==> src/design/tpig_pkg.sv <==
// Shared constants, codes and types of the terrain patch index generator.
package tpig_pkg;

  localparam int unsigned LodLimit         = 8;
  localparam int unsigned IndexBitsDefault = 16;
  localparam int unsigned RowBits          = 8;
  localparam int unsigned LodBits          = 4;
  localparam int unsigned LevelBits        = 3;
  localparam int unsigned MaskBits         = 4;
  localparam int unsigned CountBits        = 7;
  localparam int unsigned CoordBits        = 9;
  localparam int unsigned OctantBits       = 3;
  localparam int unsigned CfgIndexBits     = 1;
  localparam int unsigned CfgDataBits      = 8;
  localparam int unsigned QueueDepth       = 2;

  localparam logic [RowBits-1:0]    RowVerticesReset = 8'd129;
  localparam logic [LodBits-1:0]    LodCountReset    = 4'd8;
  localparam logic [OctantBits-1:0] OctantLast       = 3'd7;

  typedef enum logic {
    CmdStart = 1'b0,
    CmdStep  = 1'b1
  } command_e;

  typedef enum logic [CfgIndexBits-1:0] {
    CfgRowVertices = 1'b0,
    CfgLodCount    = 1'b1
  } cfg_index_e;

  // One triangle in patch-local sweep coordinates plus its transform.
  typedef struct packed {
    logic [2:0][CoordBits-1:0] px;
    logic [2:0][CoordBits-1:0] py;
    logic [LevelBits-1:0]      shift;
    logic                      neg_x;
    logic                      neg_y;
    logic                      flip;
    logic                      swap;
    logic                      coarse;
    logic                      fin;
  } tri_desc_t;

endpackage

==> src/design/tpig_if.sv <==
// Valid/ready channel interfaces: input items, result items, configuration writes.
interface tpig_in_if import tpig_pkg::*; ();
  logic                 valid;
  logic                 ready;
  logic                 command;
  logic [LevelBits-1:0] detail_level;
  logic [MaskBits-1:0]  zone_mask;

  modport source (output valid, command, detail_level, zone_mask, input ready);
  modport sink   (input valid, command, detail_level, zone_mask, output ready);
endinterface

interface tpig_out_if import tpig_pkg::*; #(
  parameter int unsigned IndexBits = IndexBitsDefault
) ();
  logic                 valid;
  logic                 ready;
  logic [IndexBits-1:0] corner_a;
  logic [IndexBits-1:0] corner_b;
  logic [IndexBits-1:0] corner_c;
  logic                 final_triangle;

  modport source (output valid, corner_a, corner_b, corner_c, final_triangle,
                  input ready);
  modport sink   (input valid, corner_a, corner_b, corner_c, final_triangle,
                  output ready);
endinterface

interface tpig_cfg_if import tpig_pkg::*; ();
  logic                    valid;
  logic                    ready;
  logic [CfgIndexBits-1:0] index;
  logic [CfgDataBits-1:0]  data;

  modport source (output valid, index, data, input ready);
  modport sink   (input valid, index, data, output ready);
endinterface

==> src/design/terrain_patch_index_generator_top.sv <==
// Top level of the terrain patch index generator: config registers, front, queue, back.
// A step's triangle is registered in the queue, the coordinate stage and the output stage.
// Throughput: one item per cycle while the output is not stalled.
// A start command gives no result; idle steps are dropped.
// Reset (async, active low) clears all control state and the queue at once;
// row_vertices resets to 129 and lod_count to 8, with no clearing pass.
module terrain_patch_index_generator_top import tpig_pkg::*; #(
  parameter int unsigned IndexBits = IndexBitsDefault
) (
  input  logic       clk_i,
  input  logic       rst_ni,
  tpig_cfg_if.sink   cfg_i,
  tpig_in_if.sink    in_i,
  tpig_out_if.source out_o
);

  logic [RowBits-1:0] row_vertices_q;
  logic [LodBits-1:0] lod_count_q;

  logic      push, full, pop, empty;
  tri_desc_t desc_in, desc_out;

  assign cfg_i.ready = 1'b1;

  always_ff @(posedge clk_i or negedge rst_ni) begin
    if (!rst_ni) begin
      row_vertices_q <= RowVerticesReset;
      lod_count_q    <= LodCountReset;
    end else if (cfg_i.valid && cfg_i.ready) begin
      unique case (cfg_i.index)
        CfgRowVertices: row_vertices_q <= cfg_i.data[RowBits-1:0];
        CfgLodCount:    lod_count_q    <= cfg_i.data[LodBits-1:0];
        default:        ;
      endcase
    end
  end

  tpig_front u_front (
    .clk_i       (clk_i),
    .rst_ni      (rst_ni),
    .in_i        (in_i),
    .lod_count_i (lod_count_q),
    .full_i      (full),
    .push_o      (push),
    .desc_o      (desc_in)
  );

  tpig_fifo #(
    .Depth (QueueDepth)
  ) u_fifo (
    .clk_i   (clk_i),
    .rst_ni  (rst_ni),
    .push_i  (push),
    .data_i  (desc_in),
    .full_o  (full),
    .pop_i   (pop),
    .empty_o (empty),
    .data_o  (desc_out)
  );

  tpig_back #(
    .IndexBits (IndexBits)
  ) u_back (
    .clk_i          (clk_i),
    .rst_ni         (rst_ni),
    .empty_i        (empty),
    .desc_i         (desc_out),
    .row_vertices_i (row_vertices_q),
    .pop_o          (pop),
    .out_o          (out_o)
  );

endmodule

==> src/design/tpig_front.sv <==
// Front end: takes commands, walks the octant sweep and queues triangle descriptors.
module tpig_front import tpig_pkg::*; (
  input  logic               clk_i,
  input  logic               rst_ni,
  tpig_in_if.sink            in_i,
  input  logic [LodBits-1:0] lod_count_i,
  input  logic               full_i,
  output logic               push_o,
  output tri_desc_t          desc_o
);

  logic [LevelBits-1:0]  level_hold_q, level_hold_d;
  logic [MaskBits-1:0]   mask_hold_q, mask_hold_d;
  logic [OctantBits-1:0] octant_q, octant_d;
  logic [CountBits-1:0]  sweep_row_q, sweep_row_d;
  logic [CountBits-1:0]  sweep_col_q, sweep_col_d;
  logic                  second_half_q, second_half_d;
  logic                  busy_q, busy_d;

  logic                  acc;
  logic [LodBits-1:0]    lc;
  logic [LevelBits-1:0]  lv;
  logic [LevelBits-1:0]  rlog;
  logic [CountBits-1:0]  half_m1;
  logic [1:0]            zone;
  logic                  stitched;
  logic                  last_row;
  logic                  row_end;
  logic                  odd;
  logic [CoordBits-1:0]  cx, cy, co;

  assign in_i.ready = !full_i;
  assign acc        = in_i.valid && in_i.ready;

  always_comb begin
    lc = lod_count_i;
    if (lc == '0) begin
      lc = LodBits'(1);
    end else if (lc > LodBits'(LodLimit)) begin
      lc = LodBits'(LodLimit);
    end
    lv = level_hold_q;
    if (LodBits'(level_hold_q) > lc - LodBits'(1)) begin
      lv = LevelBits'(lc - LodBits'(1));
    end
    rlog    = LevelBits'(lc - LodBits'(1) - LodBits'(lv));
    half_m1 = (CountBits'(1) << (rlog - LevelBits'(1))) - CountBits'(1);

    zone     = octant_q[2:1];
    stitched = mask_hold_q[zone];
    last_row = sweep_row_q >= half_m1;
    row_end  = sweep_col_q >= sweep_row_q;
    odd      = sweep_col_q[0] ^ sweep_row_q[0];
    cx       = CoordBits'(sweep_col_q);
    cy       = CoordBits'(sweep_row_q);
    co       = CoordBits'(odd);

    level_hold_d  = level_hold_q;
    mask_hold_d   = mask_hold_q;
    octant_d      = octant_q;
    sweep_row_d   = sweep_row_q;
    sweep_col_d   = sweep_col_q;
    second_half_d = second_half_q;
    busy_d        = busy_q;
    push_o        = 1'b0;

    desc_o        = '0;
    desc_o.shift  = lv;
    desc_o.neg_x  = octant_q[0];
    desc_o.neg_y  = (zone == 2'd0) || (zone == 2'd3);
    desc_o.flip   = zone[0];
    desc_o.swap   = octant_q[0] ^ desc_o.neg_y ^ !zone[0];

    if (rlog == '0) begin
      desc_o.coarse = 1'b1;
      desc_o.swap   = 1'b0;
      desc_o.flip   = 1'b0;
      if (sweep_col_q == '0) begin
        desc_o.px = {CoordBits'(1), CoordBits'(1), CoordBits'(0)};
        desc_o.py = {CoordBits'(0), CoordBits'(1), CoordBits'(0)};
      end else begin
        desc_o.px = {CoordBits'(1), CoordBits'(0), CoordBits'(0)};
        desc_o.py = {CoordBits'(1), CoordBits'(1), CoordBits'(0)};
        desc_o.fin = 1'b1;
      end
    end else if (!second_half_q) begin
      desc_o.px[0] = cx;
      desc_o.py[0] = cy;
      desc_o.px[1] = cx + CoordBits'(1);
      desc_o.py[1] = cy + CoordBits'(1) - co;
      desc_o.px[2] = (stitched && last_row) ? cx - CoordBits'(1) + co : cx;
      desc_o.py[2] = cy + CoordBits'(1);
      desc_o.fin   = row_end && last_row && (octant_q == OctantLast);
    end else begin
      desc_o.px[0] = cx;
      desc_o.py[0] = cy + co;
      desc_o.px[1] = cx + CoordBits'(1);
      desc_o.py[1] = cy;
      desc_o.px[2] = cx + CoordBits'(1);
      desc_o.py[2] = cy + CoordBits'(1);
    end

    if (acc) begin
      if (in_i.command == CmdStart) begin
        level_hold_d  = in_i.detail_level;
        mask_hold_d   = in_i.zone_mask;
        octant_d      = '0;
        sweep_row_d   = '0;
        sweep_col_d   = '0;
        second_half_d = 1'b0;
        busy_d        = 1'b1;
      end else if (busy_q) begin
        push_o = 1'b1;
        if (rlog == '0) begin
          if (sweep_col_q == '0) begin
            sweep_col_d = CountBits'(1);
          end else begin
            busy_d = 1'b0;
          end
        end else begin
          priority if (second_half_q) begin
            second_half_d = 1'b0;
            sweep_col_d   = sweep_col_q + CountBits'(1);
          end else if (row_end) begin
            sweep_col_d = '0;
            if (last_row) begin
              sweep_row_d = '0;
              if (octant_q == OctantLast) begin
                busy_d   = 1'b0;
                octant_d = '0;
              end else begin
                octant_d = octant_q + OctantBits'(1);
              end
            end else begin
              sweep_row_d = sweep_row_q + CountBits'(1);
            end
          end else if (stitched && last_row && odd) begin
            sweep_col_d = sweep_col_q + CountBits'(1);
          end else begin
            second_half_d = 1'b1;
          end
        end
      end
    end
  end

  always_ff @(posedge clk_i or negedge rst_ni) begin
    if (!rst_ni) begin
      level_hold_q  <= '0;
      mask_hold_q   <= '0;
      octant_q      <= '0;
      sweep_row_q   <= '0;
      sweep_col_q   <= '0;
      second_half_q <= 1'b0;
      busy_q        <= 1'b0;
    end else begin
      level_hold_q  <= level_hold_d;
      mask_hold_q   <= mask_hold_d;
      octant_q      <= octant_d;
      sweep_row_q   <= sweep_row_d;
      sweep_col_q   <= sweep_col_d;
      second_half_q <= second_half_d;
      busy_q        <= busy_d;
    end
  end

  assert property (@(posedge clk_i) disable iff (!rst_ni)
    push_o && desc_o.fin |=> !busy_q)
    else $error("front still busy after final triangle");

  assert property (@(posedge clk_i) disable iff (!rst_ni)
    acc && (in_i.command == CmdStart) |=>
      busy_q && (octant_q == '0) && (sweep_row_q == '0) && !second_half_q)
    else $error("start did not rewind the sweep");

endmodule

==> src/design/tpig_fifo.sv <==
// Short descriptor queue between front end and back end.
module tpig_fifo import tpig_pkg::*; #(
  parameter int unsigned Depth = QueueDepth
) (
  input  logic      clk_i,
  input  logic      rst_ni,
  input  logic      push_i,
  input  tri_desc_t data_i,
  output logic      full_o,
  input  logic      pop_i,
  output logic      empty_o,
  output tri_desc_t data_o
);

  localparam int unsigned PtrBits = (Depth > 1) ? $clog2(Depth) : 1;
  localparam int unsigned CntBits = $clog2(Depth + 1);

  tri_desc_t            mem_q [Depth];
  logic [PtrBits-1:0]   wr_ptr_q, rd_ptr_q;
  logic [CntBits-1:0]   count_q;

  assign full_o  = count_q == CntBits'(Depth);
  assign empty_o = count_q == '0;
  assign data_o  = mem_q[rd_ptr_q];

  always_ff @(posedge clk_i) begin
    if (push_i) begin
      mem_q[wr_ptr_q] <= data_i;
    end
  end

  always_ff @(posedge clk_i or negedge rst_ni) begin
    if (!rst_ni) begin
      wr_ptr_q <= '0;
      rd_ptr_q <= '0;
      count_q  <= '0;
    end else begin
      if (push_i) begin
        wr_ptr_q <= (wr_ptr_q == PtrBits'(Depth - 1)) ? '0 : wr_ptr_q + PtrBits'(1);
      end
      if (pop_i) begin
        rd_ptr_q <= (rd_ptr_q == PtrBits'(Depth - 1)) ? '0 : rd_ptr_q + PtrBits'(1);
      end
      if (push_i && !pop_i) begin
        count_q <= count_q + CntBits'(1);
      end else if (pop_i && !push_i) begin
        count_q <= count_q - CntBits'(1);
      end
    end
  end

  assert property (@(posedge clk_i) disable iff (!rst_ni)
    !(push_i && full_o) && !(pop_i && empty_o))
    else $error("queue overflow or underflow");

endmodule

==> src/design/tpig_back.sv <==
// Back end: maps descriptors to grid coordinates, then to vertex indices.
module tpig_back import tpig_pkg::*; #(
  parameter int unsigned IndexBits = IndexBitsDefault
) (
  input  logic               clk_i,
  input  logic               rst_ni,
  input  logic               empty_i,
  input  tri_desc_t          desc_i,
  input  logic [RowBits-1:0] row_vertices_i,
  output logic               pop_o,
  tpig_out_if.source         out_o
);

  logic                      a_v_q;
  logic [2:0][IndexBits-1:0] gx_q, gy_q, gx_d, gy_d;
  logic                      a_swap_q, a_fin_q;

  logic                      out_v_q;
  logic [IndexBits-1:0]      ca_q, cb_q, cc_q;
  logic                      fin_q;

  logic                      out_adv, a_load;
  logic [31:0]               rv32, c32;
  logic [31:0]               mx, my, ax, ay;
  logic [2:0][IndexBits-1:0] idx;
  logic [IndexBits+RowBits-1:0] prod;

  assign out_adv = !out_v_q || out_o.ready;
  assign a_load  = !a_v_q || out_adv;
  assign pop_o   = !empty_i && a_load;

  always_comb begin
    rv32 = 32'(row_vertices_i);
    c32  = rv32 >> 1;
    gx_d = '0;
    gy_d = '0;
    for (int k = 0; k < 3; k++) begin
      mx = 32'($signed(desc_i.px[k])) << desc_i.shift;
      my = 32'($signed(desc_i.py[k])) << desc_i.shift;
      ax = (desc_i.neg_x ? -mx : mx) + c32;
      ay = (desc_i.neg_y ? -my : my) + c32;
      if (desc_i.coarse) begin
        ax = desc_i.px[k][0] ? rv32 - 32'd1 : '0;
        ay = desc_i.py[k][0] ? rv32 - 32'd1 : '0;
      end
      gx_d[k] = desc_i.flip ? ay[IndexBits-1:0] : ax[IndexBits-1:0];
      gy_d[k] = desc_i.flip ? ax[IndexBits-1:0] : ay[IndexBits-1:0];
    end
  end

  always_comb begin
    idx  = '0;
    prod = '0;
    for (int k = 0; k < 3; k++) begin
      prod   = gy_q[k] * row_vertices_i;
      idx[k] = gx_q[k] + prod[IndexBits-1:0];
    end
  end

  always_ff @(posedge clk_i) begin
    if (a_load && pop_o) begin
      gx_q     <= gx_d;
      gy_q     <= gy_d;
      a_swap_q <= desc_i.swap;
      a_fin_q  <= desc_i.fin;
    end
    if (out_adv && a_v_q) begin
      ca_q  <= a_swap_q ? idx[1] : idx[0];
      cb_q  <= a_swap_q ? idx[0] : idx[1];
      cc_q  <= idx[2];
      fin_q <= a_fin_q;
    end
  end

  always_ff @(posedge clk_i or negedge rst_ni) begin
    if (!rst_ni) begin
      a_v_q   <= 1'b0;
      out_v_q <= 1'b0;
    end else begin
      if (a_load) begin
        a_v_q <= pop_o;
      end
      if (out_adv) begin
        out_v_q <= a_v_q;
      end
    end
  end

  assign out_o.valid          = out_v_q;
  assign out_o.corner_a       = ca_q;
  assign out_o.corner_b       = cb_q;
  assign out_o.corner_c       = cc_q;
  assign out_o.final_triangle = fin_q;

  assert property (@(posedge clk_i) disable iff (!rst_ni)
    a_v_q && !out_adv |=> a_v_q && $stable(gx_q) && $stable(gy_q))
    else $error("coordinate stage lost an item under stall");

endmodule
==> src/flat_wrapper.sv <==
// flat-port wrapper written by rule: the top's interface ports become plain ports
module terrain_patch_index_generator_top_flat import tpig_pkg::*;
#(
  parameter int unsigned IndexBits = IndexBitsDefault
)
  (clk_i, rst_ni, cfg_i_valid, cfg_i_index, cfg_i_data, cfg_i_ready, in_i_valid, in_i_command, in_i_detail_level, in_i_zone_mask, in_i_ready, out_o_valid, out_o_corner_a, out_o_corner_b, out_o_corner_c, out_o_final_triangle, out_o_ready);
  tpig_cfg_if cfg_i_i ();
  tpig_in_if in_i_i ();
  tpig_out_if #(.IndexBits(IndexBits)) out_o_i ();
  input  logic clk_i;
  input  logic rst_ni;
  input wire logic [$bits(cfg_i_i.valid)-1:0] cfg_i_valid;
  input wire logic [$bits(cfg_i_i.index)-1:0] cfg_i_index;
  input wire logic [$bits(cfg_i_i.data)-1:0] cfg_i_data;
  output wire logic [$bits(cfg_i_i.ready)-1:0] cfg_i_ready;
  input wire logic [$bits(in_i_i.valid)-1:0] in_i_valid;
  input wire logic [$bits(in_i_i.command)-1:0] in_i_command;
  input wire logic [$bits(in_i_i.detail_level)-1:0] in_i_detail_level;
  input wire logic [$bits(in_i_i.zone_mask)-1:0] in_i_zone_mask;
  output wire logic [$bits(in_i_i.ready)-1:0] in_i_ready;
  output wire logic [$bits(out_o_i.valid)-1:0] out_o_valid;
  output wire logic [$bits(out_o_i.corner_a)-1:0] out_o_corner_a;
  output wire logic [$bits(out_o_i.corner_b)-1:0] out_o_corner_b;
  output wire logic [$bits(out_o_i.corner_c)-1:0] out_o_corner_c;
  output wire logic [$bits(out_o_i.final_triangle)-1:0] out_o_final_triangle;
  input wire logic [$bits(out_o_i.ready)-1:0] out_o_ready;
  assign cfg_i_i.valid = cfg_i_valid;
  assign cfg_i_i.index = cfg_i_index;
  assign cfg_i_i.data = cfg_i_data;
  assign cfg_i_ready = cfg_i_i.ready;
  assign in_i_i.valid = in_i_valid;
  assign in_i_i.command = in_i_command;
  assign in_i_i.detail_level = in_i_detail_level;
  assign in_i_i.zone_mask = in_i_zone_mask;
  assign in_i_ready = in_i_i.ready;
  assign out_o_valid = out_o_i.valid;
  assign out_o_corner_a = out_o_i.corner_a;
  assign out_o_corner_b = out_o_i.corner_b;
  assign out_o_corner_c = out_o_i.corner_c;
  assign out_o_final_triangle = out_o_i.final_triangle;
  assign out_o_i.ready = out_o_ready;
  terrain_patch_index_generator_top #(.IndexBits(IndexBits)) u_core (.clk_i(clk_i), .rst_ni(rst_ni), .cfg_i(cfg_i_i), .in_i(in_i_i), .out_o(out_o_i));
endmodule
==> config.mk <==
export PLATFORM = sky130hd
export DESIGN_NAME = terrain_patch_index_generator_top_flat
export DESIGN_NICKNAME = d
export VERILOG_FILES = /design/src/design/tpig_pkg.sv /design/src/design/tpig_if.sv /design/src/design/terrain_patch_index_generator_top.sv /design/src/design/tpig_front.sv /design/src/design/tpig_fifo.sv /design/src/design/tpig_back.sv /design/src/flat_wrapper.sv
export SDC_FILE = /design/constraint.sdc
export NUM_CORES = 2
export LEC_CHECK = 0
export ABC_CLOCK_PERIOD_IN_PS = 6110
export BUFFER_PORTS_ARGS = -buffer_cell sky130_fd_sc_hd__buf_2
export CAP_MARGIN = 0
export CORE_ASPECT_RATIO = 1.1
export CORE_MARGIN = 1.5
export CORE_UTILIZATION = 59
export DETAILED_ROUTE_END_ITERATION = 10
export PLACE_DENSITY = 0.77
export RECOVER_POWER = 50
export SLEW_MARGIN = 20
export SYNTH_ARGS = -nofsm -noshare
export SYNTH_HDL_FRONTEND = slang
export SYNTH_SLANG_ARGS = --single-unit
==> constraint.sdc <==
create_clock -name clk_i -period 6.11 [get_ports clk_i]
set_input_delay 1.5275 -clock clk_i [delete_from_list [all_inputs] [get_ports clk_i]]
set_output_delay 1.5275 -clock clk_i [all_outputs]
set_load 0.02 [all_outputs]
==> flow_summary.ini <==
[status]
status = finished with violations
violations = max-capacitance violations, max-slew violations

[finish]
finalInstanceArea_um2 = 34200
fill_cells = 4218
multiInputGateArea_um2 = 20900
antenna-diode-count = 0
seqCellArea_um2 = 9010
drive_above_1_share = 0.0875
nets = 3781
area_growth_pct = 6.99

[timing]
worstMarginPinSlew_ns = 2.82
hold_viol_final = 0
fmax_ghz = 0.173
fin_setup_tns_ns = 0
post-route-period-util = 0.948
setup_ws_ns = 0.320
hold-worst-slack_ns = 0.421
finalMaxSlewViolations = 151
fin_skew_ns = 0.0212
setup_violations = 0
relSlewSlack = -0.878
final.min_clock_period_ns = 5.79

[yosys]
synth-simple-area-share = 0.149
synth_fa_ha_area_frac = 0.203
synth-main-ff-cell = edfxtp_1
async_flop_share = 0.143
synth_top_family_by_area = adder cells
syn_nets = 3775
muxShareOfSynthArea = 0.0985
synth_compound_gate_area_share = 0.134
synth_area_per_cell_um2 = 9.47
synthCells = 3373
synthXorXnorAreaFrac = 0.0672
synth_seq_area_share = 0.282
synth.distinct_cells = 103
ys_ff_latch = 307
synth_edf_count = 263
synth_warnings = 0
syn-cell-area_um2 = 31900

[clock_network]
ctsHoldBuffers = 0
clk_latency_ns = 0.58
clockRootBuffer = clkbuf_16
ctsHtreeMaxLevel = 2
cts_made_buffers = 35
cts.sinks = 307
clk_transition_reported_paths_ns = 0.06
cts_tree = yes
cts.path.max_buffers = 3

[floorplanning]
start_util = 0.596
die_h_um = 247
core_area_um2 = 53600
num_rows = 89
die_area_um2 = 55500
boundaryPins = 74
die_x_um = 225

[global_route]
grt_usage = 0.298
grt_start_max_net_pins = 105
antenna_found_initial = 0
grt_pass1_wl_mm = 131
grt_pass1_vias = 24900
gr-total-overflow = 0

[placed_design]
dp_hpwl_mm = 63.2
pre_cts_slack_ns = 0.234
portBuffers = 72
placed_cell_area_um2 = 33000
place_congestion = 0.955

[detailed_routing]
drt_iter0_markers = 2101
drc = 0
wl_mm = 82.2
dr.pass1.iters = 8
drtAntennaViolNets = 0
vias_per_cell = 6.13
wire_per_inst_um = 19.9
vias = 25300

[critical_path]
worst-setup-path-type = flip-flop to flip-flop
crit_family = simple AND/OR/NAND/NOR gates
slowest_delay_ns = 0.39
cp_max_fo = 11
end_kind = flip-flop
required_ns = 6.43
crit_path_top_delay_cell = dfrtp_1
critical_path_arrival_ns = 6.11
path_buf_inv = 1
start_kind = flip-flop
cp_common_cell = a21o_1

[hold_path]
hp-class = flip-flop to flip-flop

[flow_run]
maxCapViolCount = 4
registers in the layout, indices dropped and copies added (netlist names), 4 cells and up:
signal,count
u_core.u_back.out_o.corner_b,16
u_core.lod_count_q,4
u_core.u_back.out_o.corner_c,16
u_core.row_vertices_q,8
u_core.u_back.gx_q,48
u_core.u_front.mask_hold_q,4
u_core.u_back.gy_q,48
u_core.u_front.sweep_row_q,7
u_core.u_back.out_o.corner_a,16
u_core.u_fifo.mem_q,116
u_core.u_front.sweep_col_q,7
Yosys cell counts (all sizes together) (25+ instances only):
cell type / n / area, µm²
a22oi: 84 / 631
o21ai: 147 / 736
nand4: 25 / 163
and2: 133 / 833
xnor2: 180 / 1580
clkbuf: 84 / 315
a31oi: 25 / 156
xor2: 65 / 569
nand2: 392 / 1470
nand3: 59 / 310
buf: 85 / 548
ha: 152 / 1900
edfxtp: 263 / 7900
dfrtp: 41 / 1030
a21o: 30 / 225
inv: 328 / 1230
nor2: 221 / 830
a21oi: 150 / 762
mux2i: 202 / 2150
fa: 228 / 4560
mux2: 76 / 863
nor3: 52 / 277
worst reg2reg max path, delay by kind of cell, from the launching register on:
kind,cells,cell delay (ns)
buf+inv,1,0.18
simple gates,10,1.79
fa+ha+maj,5,1.42
compound gates,10,1.77
flops,1,0.39
path summary, 6_finish.rpt:
path                                       start                                 end  slack (ns)  cells after the start
min reg2reg                u_core.u_back.a_fin_q  u_core.u_back.out_o.final_triangle        0.42                      0
min in group asynchronous                 rst_ni       u_core.u_front.sweep_col_q[4]        1.81                      2
min                        u_core.u_back.a_fin_q  u_core.u_back.out_o.final_triangle        0.42                      0
max reg2reg                u_core.lod_count_q[1]          u_core.u_fifo.mem_q[0][54]        0.32                     26
max                        u_core.lod_count_q[1]          u_core.u_fifo.mem_q[0][54]        0.32                     26
max in group asynchronous                 rst_ni              u_core.u_fifo.rd_ptr_q        2.50                      2
routing by layer:
layer / up-vias / track usage / part of all wire
li1: 11700 / - / -
met1: 12200 / 0.368 / 0.40
met2: 1101 / 0.504 / 0.48
met3: 266 / 0.0323 / 0.059
met4: 0 / 0.177 / 0.065
met5: - / 0 / 0
cell families after synthesis:
family | after synthesis
AND/OR/NAND/NOR | 1006
XOR/XNOR | 245
multiplexers | 284
buffers and inverters | 500
other | 1
AO/OA/AOI/OAI | 649
adder cells (fa/ha/maj) | 381
flip-flops | 307
what timing repair did:
item                                    4_1_cts  5_1_grt
hold endpoints to repair                      0        0
endpoints found under the setup margin        0       31
setup buffers                                 0        0
resized for setup                             0        6
through the flow:
step,std cells,utilization
after detailed placement,4070,0.615
after global routing,4134,0.638
after global placement,4070,0.615
after floorplan,3373,-
after CTS,4134,0.639
final,4134,0.638
layout by cell type (no fill, tap or decap), types with 12 or more instances in the layout:
master | netlist | final
mux2i_2 | 13 | 14
inv_1 | 328 | 327
a21oi_1 | 147 | 146
clkbuf_1 | 84 | 56
buf_2 | 30 | 21
xor2_1 | 65 | 65
nor2b_1 | 21 | 21
and2_1 | 131 | 129
nand3_1 | 56 | 56
nor2_1 | 221 | 221
o21bai_1 | 21 | 21
fa_1 | 228 | 228
or3_1 | 14 | 13
a21o_1 | 30 | 30
a31oi_1 | 25 | 25
nor3_1 | 50 | 49
o21ai_0 | 141 | 141
a21boi_0 | 12 | 12
dfrtp_1 | 41 | 38
o211ai_1 | 19 | 19
clkbuf_16 | 0 | 36
o22ai_1 | 17 | 17
xnor2_1 | 180 | 180
edfxtp_1 | 263 | 263
nand2b_1 | 16 | 15
o31ai_1 | 16 | 16
nand4_1 | 24 | 24
buf_4 | 13 | 57
ha_1 | 152 | 151
mux2i_1 | 183 | 178
and3_1 | 12 | 12
nand2_1 | 392 | 392
a22oi_1 | 84 | 84
mux2_2 | 72 | 72
layout make-up:
type	instances	share of cell area
flip-flops and latches	307	0.264
repair buffers	138	0.0244
inverters	331	0.0364
well taps	728	0.0267
clock inverters	22	0.00890
clock buffers	42	0.0282
multi-input cells	2566	0.612
Power is left out: the tool's default activity adds up to more than one toggle a clock period on the data nets, which glitch-free logic cannot reach.
